### src/sv/keyed_state_table_core_defines.svh
// Assertion macros for the keyed state table core.
`ifndef KEYED_STATE_TABLE_CORE_DEFINES_SVH
`define KEYED_STATE_TABLE_CORE_DEFINES_SVH

`ifndef SYNTH
// Same-cycle implication, disabled in reset.
`define KST_ASSERT_NOW(label, clk, rst_n, ante, cons) \
    label: assert property (@(posedge clk) disable iff (!rst_n) (ante) |-> (cons)) \
        else $error("keyed_state_table_core: assertion failed");
// Next-cycle implication, disabled in reset.
`define KST_ASSERT_NEXT(label, clk, rst_n, ante, cons) \
    label: assert property (@(posedge clk) disable iff (!rst_n) (ante) |=> (cons)) \
        else $error("keyed_state_table_core: assertion failed");
`else
`define KST_ASSERT_NOW(label, clk, rst_n, ante, cons)
`define KST_ASSERT_NEXT(label, clk, rst_n, ante, cons)
`endif

`endif

### src/sv/kst_pkg.sv
// Shared types and constants for the keyed state table core.
`default_nettype none
package kst_pkg;

    localparam int KST_ENTRIES   = 16;
    localparam int QUEUE_DEPTH   = 2;
    localparam int KEY_W         = 16;
    localparam int STATE_W       = 8;
    localparam int CFG_INDEX_W   = 1;
    localparam int CFG_DATA_W    = 8;

    localparam logic [STATE_W-1:0] NONE_CODE_RESET    = 8'd0;
    localparam logic [STATE_W-1:0] STARTED_CODE_RESET = 8'd1;

    localparam logic [CFG_INDEX_W-1:0] CFG_NONE_CODE    = 1'b0;
    localparam logic [CFG_INDEX_W-1:0] CFG_STARTED_CODE = 1'b1;

    typedef enum logic [1:0] {
        OP_QUERY  = 2'd0,
        OP_ADD    = 2'd1,
        OP_UPDATE = 2'd2,
        OP_REMOVE = 2'd3
    } kst_op_e_t;

    typedef enum logic [1:0] {
        ST_DONE    = 2'd0,
        ST_IGNORED = 2'd1,
        ST_FULL    = 2'd2
    } kst_status_e_t;

    typedef struct packed {
        kst_op_e_t            op;
        logic [KEY_W-1:0]     key;
        logic [STATE_W-1:0]   new_state;
    } kst_cmd_t;

    typedef struct packed {
        logic [STATE_W-1:0] none_code;
        logic [STATE_W-1:0] started_code;
    } kst_cfg_t;

    typedef struct packed {
        logic full;
        logic empty;
    } kst_q_status_t;

endpackage
`default_nettype wire

### src/sv/keyed_state_table_core.sv
// Keyed state table: a small associative table mapping 16-bit keys to state codes.
// Usage: an item word (action, key, new_state) enters on item_valid while item_stall
// is low; one result word (found_state, status) leaves on result_valid while
// result_stall is low, one result per item, in order.
// Actions: query, add, update, remove. found_state is the key's state before the
// action, or the none code if absent; status is done, ignored or table full.
// Path: a taken item passes the input register and the queue, then execution into
// the result register. Throughput: one item per cycle while result_stall is low,
// set by the parallel key compare and table write in the back stage.
// Configuration: cfg_write with cfg_index selects none code (0) or started code (1);
// write only while no item is in flight.
// Reset: table empty, none code 0, started code 1, no result pending.
// When the receiver stalls, the result register holds, the two-entry queue
// fills, then the input register, and item_stall rises.
`default_nettype none
`include "keyed_state_table_core_defines.svh"
module keyed_state_table_core
    import kst_pkg::*;
#(
    parameter int ENTRIES = KST_ENTRIES
)
(
    input  wire logic                     clk,
    input  wire logic                     rst_n,
    input  wire logic                     item_valid,
    output logic                          item_stall,
    input  wire logic [1:0]               action,
    input  wire logic [KEY_W-1:0]         key,
    input  wire logic [STATE_W-1:0]       new_state,
    output logic                          result_valid,
    input  wire logic                     result_stall,
    output logic [STATE_W-1:0]            found_state,
    output logic [1:0]                    status,
    input  wire logic                     cfg_write,
    input  wire logic [CFG_INDEX_W-1:0]   cfg_index,
    input  wire logic [CFG_DATA_W-1:0]    cfg_data
);

    logic [STATE_W-1:0] none_code_reg, none_code_next;
    logic [STATE_W-1:0] started_code_reg, started_code_next;
    kst_cfg_t           cfg;
    kst_q_status_t      q_stat;
    kst_cmd_t           push_cmd;
    kst_cmd_t           head_cmd;
    logic               push;
    logic               pop;

    always_comb
    begin
        none_code_next    = none_code_reg;
        started_code_next = started_code_reg;
        if (cfg_write)
        begin
            if (cfg_index == CFG_NONE_CODE)
                none_code_next = cfg_data;
            if (cfg_index == CFG_STARTED_CODE)
                started_code_next = cfg_data;
        end
    end

    always_ff @(posedge clk or negedge rst_n)
    begin
        if (!rst_n)
        begin
            none_code_reg    <= NONE_CODE_RESET;
            started_code_reg <= STARTED_CODE_RESET;
        end
        else
        begin
            none_code_reg    <= none_code_next;
            started_code_reg <= started_code_next;
        end
    end

    assign cfg.none_code    = none_code_reg;
    assign cfg.started_code = started_code_reg;

    kst_front u_front (
        .clk        (clk),
        .rst_n      (rst_n),
        .item_valid (item_valid),
        .item_stall (item_stall),
        .action     (action),
        .key        (key),
        .new_state  (new_state),
        .q_stat     (q_stat),
        .push       (push),
        .push_cmd   (push_cmd)
    );

    kst_queue u_queue (
        .clk      (clk),
        .rst_n    (rst_n),
        .push     (push),
        .push_cmd (push_cmd),
        .pop      (pop),
        .head_cmd (head_cmd),
        .q_stat   (q_stat)
    );

    kst_back #(
        .ENTRIES (ENTRIES)
    ) u_back (
        .clk          (clk),
        .rst_n        (rst_n),
        .cfg          (cfg),
        .q_stat       (q_stat),
        .head_cmd     (head_cmd),
        .pop          (pop),
        .result_valid (result_valid),
        .result_stall (result_stall),
        .found_state  (found_state),
        .status       (status)
    );

    `KST_ASSERT_NEXT(a_pop_loads_result, clk, rst_n, pop, result_valid)
    `KST_ASSERT_NOW(a_no_pop_when_empty, clk, rst_n, q_stat.empty, !pop)
    `KST_ASSERT_NOW(a_stall_only_when_full, clk, rst_n, item_stall, q_stat.full)

endmodule
`default_nettype wire

### src/sv/kst_queue.sv
// Short command queue between the front and back parts.
`default_nettype none
module kst_queue
    import kst_pkg::*;
(
    input  wire logic          clk,
    input  wire logic          rst_n,
    input  wire logic          push,
    input  kst_cmd_t           push_cmd,
    input  wire logic          pop,
    output kst_cmd_t           head_cmd,
    output kst_q_status_t      q_stat
);

    localparam int PTR_W = (QUEUE_DEPTH > 1) ? $clog2(QUEUE_DEPTH) : 1;
    localparam int CNT_W = $clog2(QUEUE_DEPTH + 1);

    kst_cmd_t               mem [QUEUE_DEPTH];
    logic [PTR_W-1:0]       wr_ptr_reg, wr_ptr_next;
    logic [PTR_W-1:0]       rd_ptr_reg, rd_ptr_next;
    logic [CNT_W-1:0]       count_reg, count_next;

    function automatic logic [PTR_W-1:0] ptr_inc(input logic [PTR_W-1:0] p);
        logic [PTR_W-1:0] r;
        if (p == PTR_W'(QUEUE_DEPTH - 1))
            r = '0;
        else
            r = p + PTR_W'(1);
        return r;
    endfunction

    always_comb
    begin
        wr_ptr_next = push ? ptr_inc(wr_ptr_reg) : wr_ptr_reg;
        rd_ptr_next = pop ? ptr_inc(rd_ptr_reg) : rd_ptr_reg;
        count_next  = count_reg + CNT_W'(push) - CNT_W'(pop);
    end

    always_ff @(posedge clk or negedge rst_n)
    begin
        if (!rst_n)
        begin
            wr_ptr_reg <= '0;
            rd_ptr_reg <= '0;
            count_reg  <= '0;
        end
        else
        begin
            wr_ptr_reg <= wr_ptr_next;
            rd_ptr_reg <= rd_ptr_next;
            count_reg  <= count_next;
        end
    end

    always_ff @(posedge clk)
    begin
        if (push)
            mem[wr_ptr_reg] <= push_cmd;
    end

    assign head_cmd     = mem[rd_ptr_reg];
    assign q_stat.full  = (count_reg == CNT_W'(QUEUE_DEPTH));
    assign q_stat.empty = (count_reg == '0);

endmodule
`default_nettype wire

### src/sv/kst_front.sv
// Input stage: takes words, decodes the action and feeds the queue.
`default_nettype none
module kst_front
    import kst_pkg::*;
(
    input  wire logic                 clk,
    input  wire logic                 rst_n,
    input  wire logic                 item_valid,
    output logic                      item_stall,
    input  wire logic [1:0]           action,
    input  wire logic [KEY_W-1:0]     key,
    input  wire logic [STATE_W-1:0]   new_state,
    input  kst_q_status_t             q_stat,
    output logic                      push,
    output kst_cmd_t                  push_cmd
);

    logic       valid_reg, valid_next;
    kst_cmd_t   cmd_reg, cmd_next;
    logic       accept;

    always_comb
    begin
        push       = valid_reg && !q_stat.full;
        item_stall = valid_reg && q_stat.full;
        accept     = item_valid && !item_stall;
        cmd_next.op        = kst_op_e_t'(action);
        cmd_next.key       = key;
        cmd_next.new_state = new_state;
        if (accept)
            valid_next = 1'b1;
        else if (push)
            valid_next = 1'b0;
        else
            valid_next = valid_reg;
    end

    always_ff @(posedge clk or negedge rst_n)
    begin
        if (!rst_n)
            valid_reg <= 1'b0;
        else
            valid_reg <= valid_next;
    end

    always_ff @(posedge clk)
    begin
        if (accept)
            cmd_reg <= cmd_next;
    end

    assign push_cmd = cmd_reg;

endmodule
`default_nettype wire

### src/sv/kst_back.sv
// Execution stage: key table, parallel lookup, update and result register.
`default_nettype none
module kst_back
    import kst_pkg::*;
#(
    parameter int ENTRIES = KST_ENTRIES
)
(
    input  wire logic                 clk,
    input  wire logic                 rst_n,
    input  kst_cfg_t                  cfg,
    input  kst_q_status_t             q_stat,
    input  kst_cmd_t                  head_cmd,
    output logic                      pop,
    output logic                      result_valid,
    input  wire logic                 result_stall,
    output logic [STATE_W-1:0]        found_state,
    output logic [1:0]                status
);

    logic [ENTRIES-1:0]     valid_reg, valid_next;
    logic [KEY_W-1:0]       key_mem   [ENTRIES];
    logic [STATE_W-1:0]     state_mem [ENTRIES];

    logic [ENTRIES-1:0]     hit_vec;
    logic [ENTRIES-1:0]     free_vec;
    logic [ENTRIES-1:0]     first_free;
    logic [ENTRIES-1:0]     st_we;
    logic [ENTRIES-1:0]     alloc_vec;
    logic [ENTRIES-1:0]     clr_vec;
    logic [STATE_W-1:0]     hit_state;
    logic [STATE_W-1:0]     found;
    logic [STATE_W-1:0]     st_wdata;
    logic                   hit_any;
    logic                   free_any;
    logic                   found_none;
    kst_status_e_t          stat;

    logic                   rv_reg, rv_next;
    logic [STATE_W-1:0]     found_reg;
    kst_status_e_t          status_reg;

    // keys are unique in the table, so at most one hit bit is set
    always_comb
    begin
        hit_state = '0;
        for (int i = 0; i < ENTRIES; i++)
        begin
            hit_vec[i] = valid_reg[i] && (key_mem[i] == head_cmd.key);
            hit_state  = hit_state | (hit_vec[i] ? state_mem[i] : '0);
        end
        free_vec   = ~valid_reg;
        first_free = free_vec & (~free_vec + ENTRIES'(1));
        hit_any    = |hit_vec;
        free_any   = |free_vec;
        found      = hit_any ? hit_state : cfg.none_code;
        found_none = (found == cfg.none_code);
    end

    always_comb
    begin
        pop       = !q_stat.empty && (!rv_reg || !result_stall);
        stat      = ST_DONE;
        st_we     = '0;
        alloc_vec = '0;
        clr_vec   = '0;
        st_wdata  = head_cmd.new_state;
        unique case (head_cmd.op)
            OP_QUERY:
            begin
                stat = ST_DONE;
            end
            OP_ADD:
            begin
                st_wdata = cfg.started_code;
                if (!found_none)
                    stat = ST_IGNORED;
                else if (hit_any)
                    st_we = hit_vec;
                else if (free_any)
                begin
                    st_we     = first_free;
                    alloc_vec = first_free;
                end
                else
                    stat = ST_FULL;
            end
            OP_UPDATE:
            begin
                if (!hit_any || found_none)
                    stat = ST_IGNORED;
                else
                    st_we = hit_vec;
            end
            OP_REMOVE:
            begin
                if (!hit_any || found_none)
                    stat = ST_IGNORED;
                else
                    clr_vec = hit_vec;
            end
            default:
            begin
                stat = ST_DONE;
            end
        endcase
        if (!pop)
        begin
            st_we     = '0;
            alloc_vec = '0;
            clr_vec   = '0;
        end
        valid_next = (valid_reg | alloc_vec) & ~clr_vec;
        if (pop)
            rv_next = 1'b1;
        else if (!result_stall)
            rv_next = 1'b0;
        else
            rv_next = rv_reg;
    end

    always_ff @(posedge clk or negedge rst_n)
    begin
        if (!rst_n)
        begin
            valid_reg <= '0;
            rv_reg    <= 1'b0;
        end
        else
        begin
            valid_reg <= valid_next;
            rv_reg    <= rv_next;
        end
    end

    always_ff @(posedge clk)
    begin
        for (int i = 0; i < ENTRIES; i++)
        begin
            if (alloc_vec[i])
                key_mem[i] <= head_cmd.key;
            if (st_we[i])
                state_mem[i] <= st_wdata;
        end
        if (pop)
        begin
            found_reg  <= found;
            status_reg <= stat;
        end
    end

    assign result_valid = rv_reg;
    assign found_state  = found_reg;
    assign status       = status_reg;

endmodule
`default_nettype wire

### config.mk
export PLATFORM = sky130hd
export DESIGN_NAME = keyed_state_table_core
export DESIGN_NICKNAME = d
export VERILOG_FILES = /design/src/sv/kst_pkg.sv /design/src/sv/keyed_state_table_core.sv /design/src/sv/kst_queue.sv /design/src/sv/kst_front.sv /design/src/sv/kst_back.sv
export VERILOG_INCLUDE_DIRS = /design/src /design/src/sv
export SDC_FILE = /design/constraint.sdc
export NUM_CORES = 1
export LEC_CHECK = 0
export ABC_AREA = 1
export BUFFER_PORTS_ARGS = -buffer_cell sky130_fd_sc_hd__buf_2
export CAP_MARGIN = 20
export CORE_ASPECT_RATIO = 1.5
export CORE_MARGIN = 5
export CORE_UTILIZATION = 45
export DETAILED_ROUTE_END_ITERATION = 12
export SLEW_MARGIN = 10
export SYNTH_ARGS = -nofsm -noshare
export SYNTH_HDL_FRONTEND = slang
export SYNTH_SLANG_ARGS = --single-unit
### constraint.sdc
create_clock -name clk -period 8.3 [get_ports clk]
set_input_delay 0.415 -clock clk [delete_from_list [all_inputs] [get_ports clk]]
set_output_delay 0.415 -clock clk [all_outputs]
set_load 0.01 [all_outputs]
**Yosys cells after proc, flatten, opt, wreduce, memory -nomap -nowiden**

Memories as Yosys holds them, arrays and structs flattened.
Index checks and enable logic that the tools add are counted.

- Bits of input ports: 40
- Output and inout bits: 12
- Word-level logic and storage cells: 268
- Memories kept: 3
- Bits in registers: 74
- Memory bits (writable): 436

- $add $sub $neg: 5
- Reductions and logical operators: 51
- Bitwise gates (word level): 22
- Eq/ne operators: 22
- Mux-type cells: 152

Memory list:

| memory | words | width | rd ports | clocked after memory_dff | wr ports | line | text |
|---|---|---|---|---|---|---|---|
| u_back.key_mem | 16 | 16 | 16 | 0 | 1 | kst_back.sv:22 | `logic [KEY_W-1:0] key_mem [ENTRIES];` |
| u_back.state_mem | 16 | 8 | 16 | 0 | 16 | kst_back.sv:23 | `logic [STATE_W-1:0] state_mem [ENTRIES];` |
| u_queue.mem | 2 | 26 | 1 | 0 | 1 | kst_queue.sv:18 | `kst_cmd_t mem [QUEUE_DEPTH];` |

Operators with widths:

| kind | number |
|---|---|
| two-way mux 16 bit | 26 |
| OR reduction 16 bit | 17 |
| == test 16 bit | 16 |
| two-way mux 8 bit | 18 |
| bitwise OR 8 bit | 15 |
| two-way mux 1 bit | 88 |
| two-way mux 4 bit | 15 |
| inverter 16 bit | 3 |
| bitwise AND 16 bit | 2 |
| case mux 16 bit (2 select lines) | 1 |
| logical AND 1 bit | 20 |
| adder 16 x 1 -> 16 bit, second input constant | 1 |
| bitwise OR 16 bit | 1 |
| == test 8 bit | 1 |
| == test 2 bit, second input constant | 3 |
| zero test 1 bit | 6 |
| two-way mux 2 bit | 3 |
| case mux 2 bit (3 select lines) | 1 |
| zero test 2 bit | 2 |
| AND reduction 2 bit | 2 |
| adder 1 bit, second input constant | 2 |
| adder 2 x 1 -> 2 bit | 1 |
| == test 2 x 1 -> 1 bit, second input constant | 1 |
| logical OR 1 bit | 2 |
| other kinds (5) | 5 |

**Longest topological paths before layout**

Gate-level depths: netlist (run 1).
An unclocked memory read counts as a cell.

- Depth after elaboration: 42
- Gate-level depth with buffers: 28
- Depth with buffers taken out: 24

**Modules after synthesis**

From an unflattened synthesis (run 1), not the netlist that was laid out.

- Cells, all modules: 2187
- Area, all modules: 23276.1 µm²

By module, submodules not included:

| module | instances | area each (µm²) | cells an instance | seq. area each (µm²) |
|---|---|---|---|---|
| kst_back | 1 | 19526.2 | 1922 | 12256.8 |
| kst_queue | 1 | 2252.2 | 161 | 1661.6 |
| kst_front | 1 | 833.3 | 34 | 805.8 |
| keyed_state_table_core | 1 | 664.4 | 70 | 401.6 |

**Least setup slack after synthesis (run 1)**

No wires, ideal clock.

- Kind: register to register
- From: register u_queue.rd_ptr_reg
- To: memory u_back.state_mem[10][0], enable pin
- Data arrival time: 3.108 ns
- Path buffers: 5
- Cell stages (with the launch flop): 25
- Period minus slack after synthesis: 3.484 ns
- Required time: 7.925 ns
- Library setup time: 0.375 ns
- Path slack: 4.816 ns
- Cell sequence: dfrtp_1 -> buf_6 -> inv_6 -> buf_6 -> nand2_1 -> nand2_1 -> buf_2 -> nand2_1 -> nand2_1 -> nor2_1 -> nand2_1 -> nor2_2 -> nand3_2 -> nand2_1 -> nor2_1 -> nand2_1 -> nor2_4 -> inv_4 -> buf_6 -> nand3_2 -> nand2_2 -> nor2_8 -> buf_4 -> nand4_1 -> a21oi_1

RTL lines:

| what | line | text |
|---|---|---|
| start, declared | kst_queue.sv:20 | `logic [PTR_W-1:0] rd_ptr_reg, rd_ptr_next;` |
| start signal, assigned | kst_queue.sv:50 | `rd_ptr_reg <= rd_ptr_next;` |
| end, declared | kst_back.sv:23 |  |

==> reports/qor.yml, run 1 <==
status: "complete, but fails checks"
violations: "hold timing"
path_buf_inv: 4
worst_clock_skew_ns: 0.0198
cts-htree-levels: 2
layout.nets: 2493
io_buffer_count: 51
die_area_um2: 57800
ant_nets: 0
peakVddDrop_mv: 0.284
ys_types: 40
wl_per_cell_um: 21.7
synth_cells: 2367
async_flop_share_pct: 7.45
post-cts-setup-buffers: 0
core_um2: 52600
wirelength_mm: 68.8
ys_ff_latch: 510
final-seq-area_um2: 15100
ys_warn_count: 0
syn-num-nets: 2413
vias_per_cell: 5.39
drive_gt1_share_pct: 11.2
cpMaxStageDelayCell: "a21oi_1"
grt_overflow_total: 0
cts.sinks: 510
ios: 52
synth_edf_count: 472
grt_start_max_net_pins: 44
synth_area_per_cell_um2: 10.1
setup_viol: 0
ff2ff_path_depth: 22
fill_cells: 4803
fin_setup_tns_ns: 0
ys_seq_area_share_pct: 63.5
required_ns: 8.48
crit_path_max_fanout: 43
largest_register_ffs: 256
die_h_um: 292
timing.final.crit_period_ns: 5.84
pwr_density_cell_nw_per_um2: 331
hp-class: "input pin to async pin"
dp.cells: 3065
drv_slew: 0
post_layout_nonfiller_instances: 3167
cp-start-kind: "flip-flop"
clk_latency_ns: 0.58
grt_pass1_wl_mm: 102
areaGrowthSynthToFinish_pct: 10.9
antenna_found_initial: 0
maxCapViolCount: 0
initial_core_util_pct: 45.3
cts_made_buffers: 48
leakage_nw: 11.4
post_cts_resized: 0
rsz0062_at_grt: "false"
clockRootBuffer: "clkbuf_16"
route.detailed.drc: 0
diodes: 0
cts_hold_buffers: 14
synth_flop_cell: "edfxtp_1"
cts_tree: "done"
max_flop_register: "u_back.key_mem"
hpwl_mm: 47.5
cts.path.max_buffers: 3
die_w_um: 198
hold_ws_ns: -0.00658
max_stage_delay_ns: 0.82
largest_registers: "u_back.key_mem (256), u_back.state_mem (128), u_queue.mem (52)"
clk_pin_slew_ns: 0.06
grt_pass1_vias: 16700
path_class: "flip-flop to flip-flop"
num_vias: 17100
arrival_ns: 6.02
fin_crit_sh_pct: 70.3
path_depth: 22
fmax_mhz: 171
worstSetupEndpointType: "flip-flop"
crit_family: "simple AND/OR/NAND/NOR gates"
gp_congestion: 0.951
finalHoldViolCount: 5
drt_iter0_drc: 1646
multi_input_area_um2: 7110
worst_pin_slew_ns: 1.09
slew_headroom_pct: 27.3
path_cells: "buf_4, inv_6, nand2_2, nand2_1, buf_4, nand2_1, nand2_1, nor2_1, nand2_1, nor2_2, nand4_1, nand2_1, nor2_1, nand2_1, nor2_1, nand3_1, nand2_1, inv_2, nand2_2, nor2_8, nand4_1, a21oi_1"
grt.total_usage_pct: 23.4
synth.cell_area_um2: 23800
dr.pass1.iters: 5
rows: 103
cpMostUsedCell: "nand2_1"
-- kinds of logic after synthesis --
| family | count (synthesis) | share of synthesized area [%] |
|---|---|---|
| flip-flops | 510 | 63.5 |
| buffers and inverters | 371 | 6.88 |
| AND/OR/NAND/NOR | 1294 | 24.6 |
| AO/OA/AOI/OAI | 137 | 2.98 |
| adder cells (fa/ha/maj) | 6 | 0.315 |
| XOR/XNOR | 49 | 1.80 |
-- cells in the mapped netlist, drive strengths merged, types with 6 or more instances --
cell type	n	area [um2]
nor2	212	971
o21ai	96	484
o211ai	6	50.1
buf	46	413
inv	314	1190
a21oi	35	175
xor2	20	175
dfrtp	37	926
nand4	149	932
clkbuf	9	33.8
xnor2	29	254
or2	18	113
nand3	120	676
ha	6	75.1
edfxtp	472	14200
nand2	786	3100
-- placed cells by master, fill, tap and decap left out, types with 7 or more instances in the layout --
cell type	n
nand2_2	33
nand3_1	105
nand2_4	7
edfxtp_1	472
nor2_1	165
dlygate4sd3_1	14
inv_1	307
nand2_1	745
nand4_1	149
o21ai_0	72
xor2_1	20
clkinv_1	11
nor2_2	38
clkbuf_16	49
xnor2_1	29
a21oi_1	27
buf_2	51
a21oi_2	8
buf_4	19
nor2_4	7
o21ai_1	23
dfrtp_1	37
or2_2	12
nand3_2	15
-- metrics by stage --
| stage | area [um2] | power [mW] | worst slack [ns] | util, % | hold slack, ns |
|---|---|---|---|---|---|
| 2_1_floorplan | 23800 | 5.36 | 4.82 | - | 0.119 |
| 3_3_place_gp | 24700 | 6.51 | 2.68 | 46.9 | 0.426 |
| 3_5_place_dp | 24700 | 6.54 | 2.63 | 47.0 | 0.430 |
| 4_1_cts | 26400 | 8.79 | 2.61 | 50.3 | 0.00562 |
| 5_1_grt | 26400 | 9.15 | 2.14 | 50.3 | 0.000273 |
| 6_report | 26400 | 8.74 | 2.46 | 50.3 | -0.00658 |
-- final timing paths --
| path | start | end | slack, ns |
|---|---|---|---|
| setup / recovery | u_queue.rd_ptr_reg | u_back.state_mem[13][1] | 2.46 |
| hold / removal | rst_n | u_back.valid_reg[11] | -0.007 |
| setup reg to reg | u_queue.rd_ptr_reg | u_back.state_mem[13][1] | 2.46 |
| hold reg to reg | u_front.push_cmd[14] | u_queue.mem[0][14] | 0.45 |
| max in group asynchronous | rst_n | u_queue.rd_ptr_reg | 7.67 |
| min in group clk | key[13] | u_front.push_cmd[21] | 0.02 |
-- routing by layer --
metal | part of all wire (%) | track usage (%) | up-vias
met5 | 0 | 0 | -
met4 | 5.5 | 11.2 | 0
li1 | - | - | 8024
met2 | 51 | 41.2 | 617
met3 | 4.7 | 2.69 | 196
met1 | 39 | 28.6 | 8221
-- worst register-to-register path, delay by kind of cell (launching register included) --
kind | cells | cell delay [ns]
flops | 1 | 0.50
simple gates | 17 | 3.01
compound gates | 1 | 0.82
buf+inv | 4 | 1.12
-- where the power goes --
group / leakage, nW / switching [mW] / total (mW) / internal (mW)
logic: 5.89 / 2.37 / 3.00 / 0.639
registers: 4.70 / 0.0803 / 3.48 / 3.40
clock network: 0.770 / 0.971 / 2.26 / 1.29
total: 11.4 / 3.42 / 8.74 / 5.33
-- layout make-up --
| type | count | share of cell area [%] |
|---|---|---|
| clock inverters | 31 | 1.24 |
| repair buffers | 85 | 2.08 |
| clock buffers | 57 | 4.83 |
| multi-input cells | 1486 | 26.9 |
| flip-flops and latches | 510 | 57.2 |
| well taps | 682 | 3.23 |
| inverters | 316 | 4.52 |
(Power assumes the default switching activity.)
==> run 2: changes to the inputs <==
- ABC_AREA: 1 -> 0
- clock period: 8.3 -> 5.93 ns (I/O delays scaled with it)
==> reports/qor.yml, run 2 <==
antenna_found_initial: 0  # unchanged
grt_start_max_net_pins: 39  # -11%
gp_congestion: 0.944  # -0.68%
io_buffer_count: 51  # unchanged
cts.path.max_buffers: 3  # unchanged
cp-start-kind: "flip-flop"
ios: 52  # unchanged
final_cell_mix: "472 x edfxtp_1, 215 x xnor2_1, 85 x buf_4, 53 x nand2_1, 52 x buf_2"
drv_slew: 0  # unchanged
synth_edf_count: 472  # unchanged
leakage_nw: 7.99  # -30%
synth-xor-area-share_pct: 10.8  # +9.0 points
arrival_ns: 5.88  # -0.14 ns
core_um2: 45900  # -13%
power_mw: 11.3  # +29%
wl_per_cell_um: 26.6  # +22%
grt.total_usage_pct: 22.1  # -1.3 points
whs_path_depth: 4
synth_simple_gate_area_share_pct: 6.88  # -18 points
yosysMostFrequentCell: "edfxtp_1"
clk_pin_slew_ns: 0.06  # about the same
ys_warn_count: 0  # unchanged
hpwl_mm: 37.6  # -21%
min_from: "cfg_index"
setup_viol: 0  # unchanged
num_vias: 11900  # -30%
syn-num-nets: 1333  # -45%
async_flop_share_pct: 7.45  # unchanged
ys_seq_area_share_pct: 72.3  # +8.8 points
grt_pass1_vias: 12500  # -25%
vias_per_cell: 5.64  # +4.7%
cts-htree-levels: 2  # unchanged
fin_crit_sh_pct: 96.0  # +26 points
crit_path_max_fanout: 15  # -65%
rows: 96  # -6.8%
fmax_mhz: 176  # +2.5%
status: "complete, no violations"
reg2reg_setup_slack_ns: 0.24  # -2.23 ns
synth_cells: 1287  # -46%
ant_nets: 0  # unchanged
clockRootBuffer: "clkbuf_16"
initial_core_util_pct: 45.6  # +0.26 points
synth.cell_area_um2: 20900  # -12%
route.detailed.drc: 0  # unchanged
synth.area.top_cells: "edfxtp_1 68%, xnor2_1 9.0%, dfrtp_1 4.4%, xor2_1 1.8%, mux2i_4 1.7%"
largest_registers: "u_back.key_mem (256), u_back.state_mem (128), u_queue.mem (52)"
clk_latency_ns: 0.58  # about the same
required_ns: 6.12  # -2.36 ns
hold_ws_ns: 0.216  # +0.222 ns
worst_pin_slew_ns: 1.06  # -0.0304 ns
ys_ff_latch: 510  # unchanged
synth_top_area_cell: "edfxtp_1"
finalHoldViolCount: 0  # -5
pwr_density_cell_nw_per_um2: 461  # +39%
ff2ff_path_depth: 19  # -14%
drive_gt1_share_pct: 20.2  # +9.0 points
post_cts_resized: 0  # unchanged
timing.final.crit_period_ns: 5.69  # -0.143 ns
final_common_cell: "edfxtp_1"
synth_top_area_share_pct: 67.7  # +8.3 points
worst_clock_skew_ns: 0.0170  # -0.00275 ns
max_flop_register: "u_back.key_mem"
post_synth_fa_ha_maj_area_fraction_pct: 0.359  # +0.044 points
synth_top_family_by_area: "XOR/XNOR gates"
grt_overflow_total: 0  # unchanged
hp-class: "input pin to flip-flop"
die_area_um2: 51000  # -12%
die_h_um: 274  # -6.1%
fill_cells: 3719  # -23%
layout.nets: 1535  # -38%
synth_compound_area_share_pct: 4.93  # +2.0 points
diodes: 0  # unchanged
cts.sinks: 510  # unchanged
holdPathEnd: "none_code_reg[7]"
dp.cells: 1992  # -35%
die_w_um: 186  # -6.0%
place_ws_ns: 0.158  # -2.48 ns
dr.pass1.iters: 5  # unchanged
drt_iter0_drc: 891  # -46%
setup_slack_ns: 0.237  # -2.23 ns
timing.rr.start: "u_queue.rd_ptr_reg"
cts_made_buffers: 46  # -4.2%
areaGrowthSynthToFinish_pct: 17.1
reg2reg_to: "u_back.state_mem[3][6]"
largest_register_ffs: 256  # unchanged
wirelength_mm: 56.2  # -18%
peakVddDrop_mv: 0.225  # -21%
path_class: "flip-flop to flip-flop"
worstSetupEndpointType: "flip-flop"
synthTopCellsByCount: "472 x edfxtp_1, 215 x xnor2_1, 53 x nand2_1"
ys_types: 61  # +53%
maxCapViolCount: 0  # unchanged
dpl_cell_area_um2: 22700  # -8.1%
fin_area_um2: 24500  # -7.3%
grt_pass1_wl_mm: 82.0  # -19%
post_layout_nonfiller_instances: 2111  # -33%
slew_headroom_pct: 29.3  # +2.0 points
rsz0062_at_grt: "false"
synth_area_per_cell_um2: 16.3  # +61%
synthMuxAreaShare_pct: 2.70  # +2.7 points
synth_flop_cell: "edfxtp_1"
cts_tree: "done"
post-route-util_pct: 53.4  # +3.1 points
fin_setup_tns_ns: 0  # unchanged
==> run 2: cell types whose count changed after synthesis, moves of 31 or more <==
cell / before / now
nor2_2: 36 / 5
nor2_1: 167 / 33
nand4_1: 149 / 18
nand3_1: 105 / 30
a22oi_1: 0 / 34
xnor2_1: 29 / 215
inv_1: 307 / 42
nand2_2: 33 / 0
nand2_1: 745 / 53
nor4_1: 4 / 41
o21ai_0: 72 / 23
==> run 2: layout make-up <==
type,count,area (um2),share of cell area [%]
well taps,588,736,3.00
inverters,44,165,0.674
flip-flops and latches,510,15100,61.8
repair buffers,188,1540,6.29
clock buffers,58,1240,5.05
clock inverters,24,191,0.782
multi-input cells,699,5490,22.4
==> run 2: report_power, final <==
part           internal [mW]  total [mW]  switching [mW]
Combinational           1.20        3.49            2.29
Clock                   1.57        2.89            1.32
Sequential              4.74        4.90           0.158
==> run 2: kinds of logic (layout without fill, tap and decap cells) <==
group,Yosys count,count (layout)
fa+ha+maj,6,6
flops,510,510
mux,35,35
xor+xnor,257,257
simple gates,259,259
compound gates,142,142
buf+inv,78,314
==> run 2: routing by layer <==
layer	track usage, %	up-vias	part of all wire, %
li1	-	5267	-
met1	25.3	6062	36
met2	40.8	437	54
met3	2.76	140	4.5
met4	10.1	0	5.1
met5	0	-	0
==> run 2: worst max path at each step <==
stage,startpoint,to,slack (ns),cells past startpoint
finish,u_queue.rd_ptr_reg,u_back.state_mem[3][6],0.24,19
global route,u_queue.rd_ptr_reg,u_back.state_mem[3][6],0.14,19
CTS,u_queue.rd_ptr_reg,u_back.state_mem[6][6],0.11,18
detailed placement,u_queue.rd_ptr_reg,u_back.state_mem[6][0],0.16,18
global placement,u_queue.rd_ptr_reg,u_back.state_mem[7][4],0.06,19
floorplan,u_queue.rd_ptr_reg,u_back.key_mem[1][112],0.70,15
==> run 2: timing repair <==
action                    CTS  global route
hold endpoints to repair   81             0
buffers inserted            0             0
hold buffers               37             0
==> run 2: worst max-delay path: stages, from the launching register on <==
cell	delay, ns
dfrtp_2	0.44
buf_12	0.24
mux2i_4	0.40
xnor2_1	0.23
nor4_1	0.14
buf_4	0.15
nand2_1	0.16
nor2_2	0.06
buf_4	0.17
a22o_1	0.25
a221oi_1	0.48
buf_4	0.21
nand4_1	0.14
buf_4	0.18
o2bb2ai_1	0.11
a2111o_1	0.38
a211o_1	0.29
mux2i_4	0.26
buf_4	0.20
nor2_1	0.75
